`config.mk`:
```
export PLATFORM = sky130hd
export DESIGN_NAME = rcab_mean5
export DESIGN_NICKNAME = d
export VERILOG_FILES = /design/src/hw/rtl/rcab_pkg.sv /design/src/hw/rtl/rcab_mean5.sv
export SDC_FILE = /design/constraint.sdc
export NUM_CORES = 1
export LEC_CHECK = 0
export BUFFER_PORTS_ARGS = -buffer_cell sky130_fd_sc_hd__buf_2
export CAP_MARGIN = 25
export CELL_PAD_IN_SITES_DETAIL_PLACEMENT = 1
export CELL_PAD_IN_SITES_GLOBAL_PLACEMENT = 1
export CORE_MARGIN = 2
export CORE_UTILIZATION = 45
export DETAILED_ROUTE_END_ITERATION = 12
export PLACE_DENSITY = 0.82
export SETUP_SLACK_MARGIN = 0.15
export SKIP_LAST_GASP = 1
export SYNTH_ARGS = -nofsm -noshare
export SYNTH_HDL_FRONTEND = slang
export SYNTH_SLANG_ARGS = --single-unit
```
`constraint.sdc`:
```
create_clock -name vclk -period 12.8
set_clock_uncertainty 0.1 [all_clocks]
set_input_delay 1.28 -clock vclk [all_inputs]
set_output_delay 1.28 -clock vclk [all_outputs]
set_load 0.03 [all_outputs]
```
`src/hw/rtl/rcab_pkg.sv`:
```
// Shared types and constants of the cross mean blur.
// No dependencies; used by rcab_locate, rcab_mean5, the top level and the checker.
package rcab_pkg;

    localparam int CHAN_W     = 8;
    localparam int PIX_W      = 3 * CHAN_W;
    localparam int LEN_REG_W  = 11;
    localparam int CNT_REG_W  = 13;
    localparam int LINE_W     = 12;
    localparam int CFG_IDX_W  = 1;
    localparam int CFG_DATA_W = 13;

    localparam logic [LEN_REG_W-1:0] LEN_RESET      = LEN_REG_W'(600);
    localparam logic [CNT_REG_W-1:0] CNT_RESET      = CNT_REG_W'(800);
    localparam logic [CNT_REG_W-1:0] MAX_LINE_COUNT = CNT_REG_W'(4096);

    // Divide a five-term channel sum (at most 1275) by 5: multiply and shift
    localparam int SUM_W      = 11;
    localparam int MEAN_RECIP = 6554;
    localparam int MEAN_SHIFT = 15;
    localparam int PROD_W     = 24;

    typedef logic [PIX_W-1:0] t_pixel;

    typedef enum logic [CFG_IDX_W-1:0] {
        CFG_LINE_LENGTH = 1'b0,
        CFG_LINE_COUNT  = 1'b1
    } t_cfg_idx;

    // Classification of one pixel by its place in the frame
    typedef struct packed {
        logic has_res;    // a lagged pixel of the line before comes out
        logic interior;   // that lagged pixel gets filtered
        logic last_line;  // the incoming pixel itself comes out as well
        logic frame_end;  // incoming pixel is the last of the line
    } t_loc;

endpackage

```
`src/hw/rtl/rcab_mean5.sv`:
```
// Per-channel truncated mean of five packed RGB pixels.
// Depends on rcab_pkg.
module rcab_mean5 (
    input  rcab_pkg::t_pixel i_a,
    input  rcab_pkg::t_pixel i_b,
    input  rcab_pkg::t_pixel i_c,
    input  rcab_pkg::t_pixel i_d,
    input  rcab_pkg::t_pixel i_e,
    output rcab_pkg::t_pixel o_mean
);
    import rcab_pkg::*;

    // One adder tree and reciprocal multiply per channel
    for (genvar ch = 0; ch < 3; ch++) begin : g_chan
        logic [SUM_W-1:0]  sum;
        logic [PROD_W-1:0] prod;

        assign sum = SUM_W'(i_a[ch*CHAN_W +: CHAN_W]) + SUM_W'(i_b[ch*CHAN_W +: CHAN_W])
                   + SUM_W'(i_c[ch*CHAN_W +: CHAN_W]) + SUM_W'(i_d[ch*CHAN_W +: CHAN_W])
                   + SUM_W'(i_e[ch*CHAN_W +: CHAN_W]);
        assign prod = PROD_W'(sum) * PROD_W'(MEAN_RECIP);
        assign o_mean[ch*CHAN_W +: CHAN_W] = prod[MEAN_SHIFT +: CHAN_W];
    end

endmodule

```
# After elaboration in Yosys (flattened, before gate mapping)
# Cells that the tools add are included.
[totals] inputBits=120 elab_cells=15 reg_bits=0
[classes] multipliers=3 add_sub_neg=12
[op_table] operator="$mul 11x12->22 const B" n=3
[op_table] operator="$add 10x8->11" n=3
[op_table] operator="$add 11x8->11" n=3
[op_table] operator="$add 9x8->10" n=3
[op_table] operator="$add 8x8->9" n=3

# Longest topological paths before layout
[depth] ltp_word=5 depth_mapped=33 mapped_depth_nobuf=33

# Least setup slack after synthesis
# OpenSTA, ideal clock, no wires.
[synth_path] path_type="in2out" start="in i_a[11]" end="out o_mean[13]" arrival_ns=8.715 cell_stages=30 setup_slack_ns=2.705 path_buffers=0 cell_sequence="inv_1 > fa_1 > inv_1 > fa_1 > inv_1 > fa_1 > inv_1 > ha_1 > nor2b_1 > o21ai_0 > nand2b_1 > a21o_1 > a2111oi_0 > nor3_1 > xor2_1 > ha_1 > inv_1 > fa_1 > fa_1 > inv_1 > fa_1 > fa_1 > ha_1 > o21ai_0 > nor2_1 > a211o_1 > a21oi_1 > o21a_1 > o21ai_0 > xor2_1"
[synth_via] elab_chain_cells=5
[synth_lines] item="from (decl)" line_no="rcab_mean5.sv:4" text="input rcab_pkg::t_pixel i_a,"
[synth_lines] item="$add 8x8->9" line_no="rcab_mean5.sv:18" text="assign sum = SUM_W'(i_a[ch*CHAN_W +: CHAN_W]) + SUM_W'(i_b[ch*CHAN_W +: CHAN_W])"
[synth_lines] item="$add 9x8->10" line_no="rcab_mean5.sv:19" text="+ SUM_W'(i_c[ch*CHAN_W +: CHAN_W]) + SUM_W'(i_d[ch*CHAN_W +: CHAN_W])"
[synth_lines] item="$add 10x8->11" line_no="rcab_mean5.sv:19"
[synth_lines] item="$add 11x8->11" line_no="rcab_mean5.sv:20" text="+ SUM_W'(i_e[ch*CHAN_W +: CHAN_W]);"
[synth_lines] item="$mul 11x12->22" line_no="rcab_mean5.sv:21" text="assign prod = PROD_W'(sum) * PROD_W'(MEAN_RECIP);"
[synth_lines] item="to (decl)" line_no="rcab_mean5.sv:9" text="output rcab_pkg::t_pixel o_mean"
# Every way passes these cells.

# Final worst setup path
[layout_path] start="in i_a[11]" end="out o_mean[15]"
# The elaborated chain is that of the path after synthesis.

==> insert_results.sql <==
INSERT INTO impl_metrics (metric_group, metric, value, unit) VALUES
('global_route', 'grt_first_pass_wirelength', '34500', 'um'),
('cells_and_area', 'final_net_count', '1658', ''),
('status', 'run_status', 'finished clean', ''),
('critical_path', 'critical_path.slowest_cell', 'fa_1', ''),
('min_path', 'hold_crit_start', 'i_d[7]', ''),
('logic_synthesis', 'synth.lib_cells_used.distinct', '45', ''),
('die', 'rows', '51', ''),
('sta', 'postLayoutSetupSlackWorst', '2.28', 'ns'),
('logic_synthesis', 'synth-seq-area-share', '0', '%'),
('sta', 'worst_slew_margin_rel', '60.9', '%'),
('critical_path', 'cp-end-kind', 'output pin', ''),
('sta', 'hold_viol_final', '0', ''),
('critical_path', 'worstPathRequired', '11.42', 'ns'),
('min_path', 'class_of_the_tightest_hold_or_removal_check', 'in -> out', ''),
('die', 'die_h', '146', 'um'),
('logic_synthesis', 'mappedNetlistNets', '1512', ''),
('cells_and_area', 'n_fill_cell', '2388', ''),
('logic_synthesis', 'synthesis.instances', '1008', ''),
('die', 'floorplan.core_area', '19600', 'um^2'),
('route', 'drt_iter0_markers', '82', ''),
('critical_path', 'crit_path_top_cell_by_count', 'fa_1', ''),
('sta', 'max_freq', '95.1', 'MHz'),
('global_route', 'grt_antenna_before_repair', '0', ''),
('global_route', 'grtUsageTotal', '19.1', '%'),
('die', 'die-width', '146', 'um'),
('logic_synthesis', 'yosys.area.top_type', 'fa_1', ''),
('cells_and_area', 'multi_input_area', '7600', 'um^2'),
('cells_and_area', 'area_overhead_of_the_layout_relative_to_synthesis', '11.6', '%'),
('die', 'initial_core_util', '46.2', '%'),
('route', 'routed_wirelength', '19400', 'um'),
('sta', 'finalCriticalPeriod', '10.52', 'ns'),
('critical_path', 'startpoint_type', 'input pin', ''),
('route', 'wl_per_cell', '13.7', 'um'),
('logic_synthesis', 'synth_area_per_cell', '8.98', 'um^2'),
('critical_path', 'crit_path_max_fo', '3', ''),
('clocking', 'post-cts-setup-buffers', '0', ''),
('global_route', 'first_global_vias', '7678', ''),
('die', 'io_pins', '144', ''),
('global_route', 'overflow', '0', ''),
('route', 'vias', '6772', ''),
('logic_synthesis', 'synth_top_cells_by_area', 'fa_1, ha_1, inv_1, xnor2_1, xor2_1', ''),
('placed_design', 'dpl_worst_slack', '2.25', 'ns'),
('clocking', 'post_cts.resized_instances', '0', ''),
('cells_and_area', 'nClkBuffers', '0', ''),
('cells_and_area', 'layout.sequential_cells', '0', ''),
('run', 'drv_cap', '0', ''),
('route', 'drt_pass1_iterations', '6', ''),
('sta', 'final.hold.worst_slack', '3.82', 'ns'),
('logic_synthesis', 'post_synth_most_frequent_cells', 'inv_1, ha_1, fa_1', ''),
('critical_path', 'worst-endpoint-arrival', '9.14', 'ns'),
('route', 'drc', '0', ''),
('critical_path', 'critical_path.startpoint', 'i_a[11]', ''),
('sta', 'rsz0062_at_grt', 'false', ''),
('sta', 'worst_slew_pin_slew', '0.584', 'ns'),
('global_route', 'grt_max_degree', '7', ''),
('clocking', 'holdBufCountCts', '0', ''),
('logic_synthesis', 'synthesis.area', '9050', 'um^2'),
('critical_path', 'timing.critical_path.slowest_cell_delay', '0.54', 'ns'),
('logic_synthesis', 'yosys_warnings', '0', ''),
('route', 'postRouteAntennaNets', '0', ''),
('placed_design', 'io_buffers', '144', ''),
('placed_design', 'routabilityCongestion', '0.853', ''),
('sta', 'slew_viol_final', '0', ''),
('sta', 'finalSetupTns', '0', 'ns'),
('sta', 'timing.final.setup_violations', '0', ''),
('logic_synthesis', 'synth.most_common_cell', 'inv_1', ''),
('cells_and_area', 'drive_above_1_share', '13.2', '%'),
('critical_path', 'criticalPathCategory', 'in -> out', ''),
('cells_and_area', 'antenna_cells_inserted', '0', ''),
('route', 'detail_route.vias_per_cell', '4.78', ''),
('cells_and_area', 'postLayoutCoreUtil', '51.6', '%'),
('die', 'dieArea', '21300', 'um^2'),
('logic_synthesis', 'netlist.area_leader.share', '35.8', '%'),
('sta', 'min_period_over_period', '82.2', '%'),
('cells_and_area', 'register_area', '0', 'um^2'),
('placed_design', 'dp_hpwl', '19000', 'um');
## metrics by stage
step / std cells / cell area (um^2)
floorplan: 1008 / 9050
global placement: 1417 / 10100
detailed placement: 1417 / 10100
CTS: 1417 / 10100
global route: 1417 / 10100
finish: 1417 / 10100
## layout by cell type, fill, tap and decap left out, types with 2 or more instances in the layout
cell      count
inv_1       388
ha_1        222
fa_1        162
buf_2       144
xnor2_1      37
a21oi_1      26
nor2_1       20
xor2_1       18
nand2_1      15
o21ai_0      14
nor2b_1      13
a21o_1       13
nor3_1       10
a211oi_1      6
o21a_1        6
nand3_1       5
nand2b_1      4
and3_1        4
and4_1        4
nand4_1       3
a211o_1       3
or2_2         3
o21bai_1      3
or3_1         2
a21boi_0      2
o41a_1        2
and2_1        2
o21ai_1       2
o31ai_1       2
## routing by layer
metal | vias to the layer above | GRT usage, % | routed length, um
met3 | 18 | 0.909 | 424
met1 | 3346 | 24.3 | 8350
li1 | 3319 | - | -
met2 | 89 | 37.1 | 10500
met5 | - | 0 | 0
met4 | 0 | 1.52 | 173
## cell type report
type,count,share of cell area [%]
multi-input cells,620,75.2
well taps,265,3.28
inverters,388,14.4
repair buffers,144,7.13
## worst paths after layout
path | end | slack, ns | depth (start not counted)
setup / recovery | o_mean[15] | 2.28 | 32
hold / removal | o_mean[7] | 3.82 | 9
## worst max-delay path: cells and delay by family
kind,cells,cell delay [ns]
xor gates and xnor gates,2,0.33
and+or+nand+nor,4,0.49
AOI/OAI and AO/OA,8,1.88
buffers and inverters,8,0.62
adders and majority gates,10,4.54
## cells by family (layout without fill, tap and decap cells)
kind of cell	count (synthesis)	after routing	share of synthesized area [%]
AO/OA/AOI/OAI	93	93	7.02
XOR/XNOR	55	55	5.32
adder cells (fa/ha/maj)	384	384	66.5
AND/OR/NAND/NOR	88	88	5.08
buffers and inverters	388	532	16.1
Power is left out: the tool's default activity adds up to more than one toggle a clock period on the data nets, which glitch-free logic cannot reach.
