==> src/hw/rtl/rcab_pkg.sv <==
// Shared types and constants of the cross mean blur.
// No dependencies; used by rcab_locate, rcab_mean5, the top level and the checker.
package rcab_pkg;

    localparam int CHAN_W     = 8;
    localparam int PIX_W      = 3 * CHAN_W;
    localparam int LEN_REG_W  = 11;
    localparam int CNT_REG_W  = 13;
    localparam int LINE_W     = 12;
    localparam int CFG_IDX_W  = 1;
    localparam int CFG_DATA_W = 13;

    localparam logic [LEN_REG_W-1:0] LEN_RESET      = LEN_REG_W'(600);
    localparam logic [CNT_REG_W-1:0] CNT_RESET      = CNT_REG_W'(800);
    localparam logic [CNT_REG_W-1:0] MAX_LINE_COUNT = CNT_REG_W'(4096);

    // Divide a five-term channel sum (at most 1275) by 5: multiply and shift
    localparam int SUM_W      = 11;
    localparam int MEAN_RECIP = 6554;
    localparam int MEAN_SHIFT = 15;
    localparam int PROD_W     = 24;

    typedef logic [PIX_W-1:0] t_pixel;

    typedef enum logic [CFG_IDX_W-1:0] {
        CFG_LINE_LENGTH = 1'b0,
        CFG_LINE_COUNT  = 1'b1
    } t_cfg_idx;

    // Classification of one pixel by its place in the frame
    typedef struct packed {
        logic has_res;    // a lagged pixel of the line before comes out
        logic interior;   // that lagged pixel gets filtered
        logic last_line;  // the incoming pixel itself comes out as well
        logic frame_end;  // incoming pixel is the last of the line
    } t_loc;

endpackage

==> src/hw/rtl/rcab_locate.sv <==
// Line and position counters of the cross mean blur; classifies each pixel.
// Depends on rcab_pkg.
module rcab_locate #(
    parameter int MAX_LINE_LEN = 1024
) (
    input  logic                            i_clk,
    input  logic                            i_rst_n,
    input  logic                            i_accept,
    input  logic                            i_frame_start,
    input  logic [rcab_pkg::LEN_REG_W-1:0]  i_line_length,
    input  logic [rcab_pkg::CNT_REG_W-1:0]  i_line_count,
    output logic [$clog2(MAX_LINE_LEN)-1:0] o_y,
    output rcab_pkg::t_loc                  o_loc
);
    import rcab_pkg::*;

    localparam int PW = $clog2(MAX_LINE_LEN);
    localparam int LW = PW + 1;

    logic [PW-1:0]        r_pos;
    logic [LINE_W-1:0]    r_line;
    logic [LW-1:0]        ll;
    logic [CNT_REG_W-1:0] lc;
    logic [LW-1:0]        pos0;
    logic [LW-1:0]        pos1;
    logic [CNT_REG_W-1:0] line0;
    logic [CNT_REG_W-1:0] line1;
    logic [LW-1:0]        n_pos;
    logic [CNT_REG_W-1:0] n_line;

    // Clamp the registers to their usable ranges
    always_comb begin
        if (i_line_length == '0) begin
            ll = LW'(1);
        end else if (32'(i_line_length) > 32'(MAX_LINE_LEN)) begin
            ll = LW'(MAX_LINE_LEN);
        end else begin
            ll = LW'(i_line_length);
        end
        if (i_line_count == '0) begin
            lc = CNT_REG_W'(1);
        end else if (i_line_count > MAX_LINE_COUNT) begin
            lc = MAX_LINE_COUNT;
        end else begin
            lc = i_line_count;
        end
    end

    // Place of the incoming pixel and of the one after it
    always_comb begin
        pos0  = i_frame_start ? '0 : LW'(r_pos);
        line0 = i_frame_start ? '0 : CNT_REG_W'(r_line);
        pos1  = pos0;
        line1 = line0;
        if (pos0 >= ll) begin
            pos1  = '0;
            line1 = line0 + CNT_REG_W'(1);
        end
        if (line1 >= lc) begin
            line1 = '0;
        end
        n_pos  = pos1 + LW'(1);
        n_line = line1;
        if (n_pos >= ll) begin
            n_pos  = '0;
            n_line = line1 + CNT_REG_W'(1);
            if (n_line >= lc) begin
                n_line = '0;
            end
        end
    end

    // Classify the pixel
    always_comb begin
        o_y              = pos1[PW-1:0];
        o_loc.has_res    = (line1 != '0);
        o_loc.last_line  = (line1 == lc - CNT_REG_W'(1));
        o_loc.frame_end  = (pos1 == ll - LW'(1));
        o_loc.interior   = (line1 >= CNT_REG_W'(3))
                        && (line1 + CNT_REG_W'(1) < lc)
                        && (pos1 >= LW'(2))
                        && ((LW+1)'(pos1) + (LW+1)'(2) < (LW+1)'(ll));
    end

    // Advance on every transfer
    always_ff @(posedge i_clk) begin
        if (!i_rst_n) begin
            r_pos  <= '0;
            r_line <= '0;
        end else if (i_accept) begin
            r_pos  <= n_pos[PW-1:0];
            r_line <= n_line[LINE_W-1:0];
        end
    end

endmodule

==> config.mk <==
export PLATFORM = sky130hd
export DESIGN_NAME = rcab_locate
export DESIGN_NICKNAME = d
export VERILOG_FILES = /design/src/hw/rtl/rcab_pkg.sv /design/src/hw/rtl/rcab_locate.sv
export SDC_FILE = /design/constraint.sdc
export NUM_CORES = 1
export LEC_CHECK = 0
export BUFFER_PORTS_ARGS = -buffer_cell sky130_fd_sc_hd__buf_2
export CAP_MARGIN = 20
export CORE_MARGIN = 2
export CORE_UTILIZATION = 45
export CTS_CLUSTER_SIZE = 40
export DETAILED_ROUTE_END_ITERATION = 10
export GPL_ROUTABILITY_DRIVEN = 0
export PLACE_DENSITY_LB_ADDON = 0.15
export SLEW_MARGIN = 20
export SYNTH_ARGS = -nofsm -noshare
export SYNTH_HDL_FRONTEND = slang
export SYNTH_SLANG_ARGS = --single-unit
==> constraint.sdc <==
create_clock -name i_clk -period 11.6 [get_ports i_clk]
set_clock_uncertainty 0.15 [all_clocks]
set_input_delay 0.58 -clock i_clk [delete_from_list [all_inputs] [get_ports i_clk]]
set_output_delay 0.58 -clock i_clk [all_outputs]
set_load 0.05 [all_outputs]
* After elaboration in Yosys (flattened, before gate mapping)
Index checks and enable logic that the tools add are counted.
** Word-level totals
- Bits in registers :: 22
- Input bits :: 28
- Output and inout port bits :: 14
- Word-level logic and storage cells :: 38
** Cells by class
- Add/subtract/negate cells :: 6
- Order comparisons :: 10
- Equality and inequality tests :: 2
- Muxes and demuxes :: 12
- Reductions and logical operators :: 6
** Operator list (number)
- $mux W13 :: 4
- $mux W12 :: 3
- $mux W10 :: 3
- $ge A13 B13 Y1 :: 2
- $mux W11 :: 2
- $add A12 B1 Y13 const B :: 1
- $add A13 B1 Y13 const B :: 1
- $eq A13 B13 Y1 :: 1
- $ge A13 B2 Y1 const B :: 1
- $gt A13 B13 Y1 const B :: 1
- $logic_not A13 Y1 :: 1
- $lt A13 B13 Y1 :: 1
- $reduce_bool A13 Y1 :: 1
- $sub A13 B1 Y13 const B :: 1
- $add A11 B2 Y12 const B :: 1
- $lt A12 B11 Y1 :: 1
- $add A10 B1 Y11 const B :: 1
- $eq A11 B11 Y1 :: 1
- $ge A10 B11 Y1 :: 1
- $ge A11 B11 Y1 :: 1
- $ge A11 B2 Y1 const B :: 1
- $gt A11 B11 Y1 const B :: 1
- $logic_not A11 Y1 :: 1
- $sub A11 B1 Y11 const B :: 1
- $logic_and A1 B1 Y1 :: 3

* Logic depth before layout (Yosys ltp)
- Depth in word-level cells :: 12
- Depth in mapped cells :: 36
- Mapped depth without buffers :: 34

* Worst setup path before layout
OpenSTA, ideal clock, no wires.
- Path type :: input to output
- From :: input i_frame_start
- To :: output o_loc[2] (netlist name)
- Arrival :: 8.698 ns
- Data required time :: 10.870 ns
- Setup slack :: 2.172 ns
- Stages :: 34
- Buffers on the path :: 5
- Path through :: clkbuf_1 > clkbuf_1 > clkbuf_1 > clkbuf_1 > nor2b_1 > ha_1 > nor2_1 > nor3_2 > a31oi_4 > a2111oi_2 > mux2i_1 > inv_1 > ha_1 > a21oi_1 > o21ai_0 > a21oi_1 > o31ai_1 > clkbuf_1 > nor2_1 > ha_1 > inv_1 > or3_1 > nor4_4 > nand4_2 > or4_1 > a21oi_1 > ha_1 > nand4_1 > nor2_1 > o21ai_0 > a31oi_1 > or3_1 > a311o_1 > a311oi_1
** RTL lines
- start, declared :: line rcab_locate.sv:9 : input logic i_frame_start,
- end, declared :: line rcab_locate.sv:13 : output rcab_pkg::t_loc o_loc

==> impl_metrics.yaml <==
floorplanning:
  die-area_um2: 10700
  start_util: 0.460
  die_y_um: 104
  row_count: 36
  die_w_um: 104
  pin_count: 42
  core_um2: 9680
sta:
  grt_setup_unrepaired: "no"
  slew_headroom: 0.310
  fin_crit_sh: 0.825
  finalHoldViolCount: 0
  period_needed_ns: 9.57
  worst_slew_pin_slew_ns: 1.03
  finalSetupTns_ns: 0
  layout_setup_ws_ns: 2.03
  fmax_mhz: 105
  slew_viol_final: 0
  finalSetupViolations: 0
drt:
  drt-total-wl_um: 14200
  ant_nets: 0
  first_pass_iters: 5
  drc: 0
  drt-vias-per-instance: 6.17
  initialDrtViolationCount: 256
  vias: 4731
  avgRoutedWirePerCell_um: 18.5
pwr:
  swShare: 0.376
  p_leak_nw: 2.10
  comb_power_share: 0.400
  p_int_uw: 160
  power_uw: 256
  ir_worst_vdd_v: 0.0000265
  p_seq_frac: 0.312
  switchingPower_uw: 96.3
  power_frac_clock: 0.288
  p_per_area_nw_per_um2: 53.1
yosys:
  ys_warn_count: 0
  synth_nets: 702
  yosysSeqAreaShare: 0.0988
  synthCells: 607
  ys_seq_elements: 22
  yosysUniqueCellTypes: 73
  netlist_area_um2: 4460
  ys.flop_type: "dfxtp_1"
  synth-edff-count: 0
  avgSynthCellArea_um2: 7.34
  async_flop_share: 0
place:
  portBuffers: 41
  dpl_cell_area_um2: 4760
  dp_slack_ns: 2.09
  dp.final_hpwl_um: 11500
worst_setup_path:
  critical_path.max_fanout: 19
  cpMaxStageDelayCell: "mux2i_1"
  critPathKind: "input pin to output pin"
  worstPathRequired_ns: 10.87
  crit_path_end_kind: "output pin"
  slowest_delay_ns: 0.60
  worstSetupStartpointType: "input pin"
  arrival_ns: 8.84
cells_and_area:
  n_fill_cell: 1003
  seqCellArea_um2: 440
  layout-drive-gt1-share: 0.118
  diodes: 0
  fin_nets: 730
  synthToLayoutAreaGrowth_pct: 8.45
  multi_input_area_um2: 3800
  layout_common_cells: "67 x nand2_1, 67 x ha_1, 53 x nor2_1"
  fin_area_um2: 4830
cts:
  insertion_delay_ns: 0.27
  clkTransAtPathRegs_ns: 0.08
  cts_tree: "yes"
  cts_buffer_depth: 2
  cts_resized: 0
  numCtsBuffers: 3
  postCtsHoldBufs: 0
  cts_root_buf: "clkbuf_8"
  cts_setup_buffers: 0
  cts.sinks: 22
  cts_max_level: 1
worst_hold_path:
  hp-class: "register to register"
global_routing:
  grt_max_degree: 41
  grt_pass1_vias: 4664
  overflow: 0
  grt_pass1_wl_um: 23600
  antenna_found_initial: 0
  grt_usage: 0.266
job:
  max_cap_violations: 0
outcome:
  status: "finished, final reports clean"
state kept, by name, indices dropped and copies added, names as in the netlist:
signal  flops
r_line     12
r_pos      10
stage by stage:
step / cells / util / hold slack [ns]
floorplan: 607 / - / 0.292
global placement: 763 / 0.492 / 0.320
detailed placement: 763 / 0.492 / 0.326
CTS: 767 / 0.499 / 0.339
global route: 767 / 0.499 / 0.371
finish: 767 / 0.499 / 0.335
critical path: cells and delay by family:
kind            cells  cell delay (ns)
mux                 1             0.60
compound gates     13             2.47
buf+inv             6             1.03
simple gates       12             3.17
fa+ha+maj           4             0.95
cells by family after synthesis:
group                    Yosys count  share of synthesized area
AO/OA/AOI/OAI                    152                      0.245
XOR/XNOR                          51                      0.102
adder cells (fa/ha/maj)           67                      0.188
buffers and inverters             54                     0.0505
flip-flops                        22                     0.0988
multiplexers                       8                     0.0185
AND/OR/NAND/NOR                  253                      0.297
power groups by stage:
| stage | sequential [mW] | combinational, mW | clock (mW) |
|---|---|---|---|
| after floorplan | 0.0805 | 0.0710 | 0 |
| after global placement | 0.0817 | 0.0991 | 0 |
| after detailed placement | 0.0816 | 0.101 | 0 |
| after CTS | 0.0799 | 0.102 | 0.0753 |
| after global routing | 0.0802 | 0.113 | 0.0794 |
| final | 0.0800 | 0.102 | 0.0739 |
path summary, 6_finish.rpt:
kind,startpoint,to,slack [ns],depth (start not counted)
setup / recovery,i_line_length[7],o_loc[2],2.03,36
hold reg to reg,r_pos[1],r_pos[1],0.33,2
hold / removal,r_pos[1],r_pos[1],0.33,2
setup reg to reg,r_pos[4],r_line[5],3.08,31
layer usage:
metal  part of all wire  global-route usage
met1               0.40               0.306
met2               0.52               0.503
met3              0.037              0.0176
met4              0.043               0.113
met5                  0                   0
layout make-up:
type                            count  area share
Inverter                           33      0.0256
Timing Repair Buffer               44      0.0471
Clock inverter                      1     0.00621
Multi-Input combinational cell    531       0.787
Tap cell                          133      0.0344
Clock buffer                        3     0.00854
Sequential cell                    22      0.0911
Yosys cell counts (all sizes together), types with 4 or more instances:
master	number	share of area
a2111oi	5	0.018
a211oi	12	0.021
a21o	6	0.010
a21oi	34	0.039
a221oi	5	0.0098
a22oi	13	0.022
a31oi	7	0.013
and2	4	0.0056
and3	5	0.0070
clkbuf	18	0.015
dfxtp	22	0.099
ha	67	0.19
inv	32	0.027
mux2i	6	0.013
nand2	67	0.056
nand2b	12	0.017
nand3	20	0.022
nand3b	4	0.0067
nand4	15	0.022
nor2	54	0.046
nor2b	18	0.025
nor3	18	0.022
nor4	10	0.021
nor4b	4	0.0093
o21a	10	0.017
o21ai	29	0.033
or2	4	0.0056
or3	9	0.013
xnor2	39	0.077
xor2	12	0.025
(Power assumes the default switching activity.)
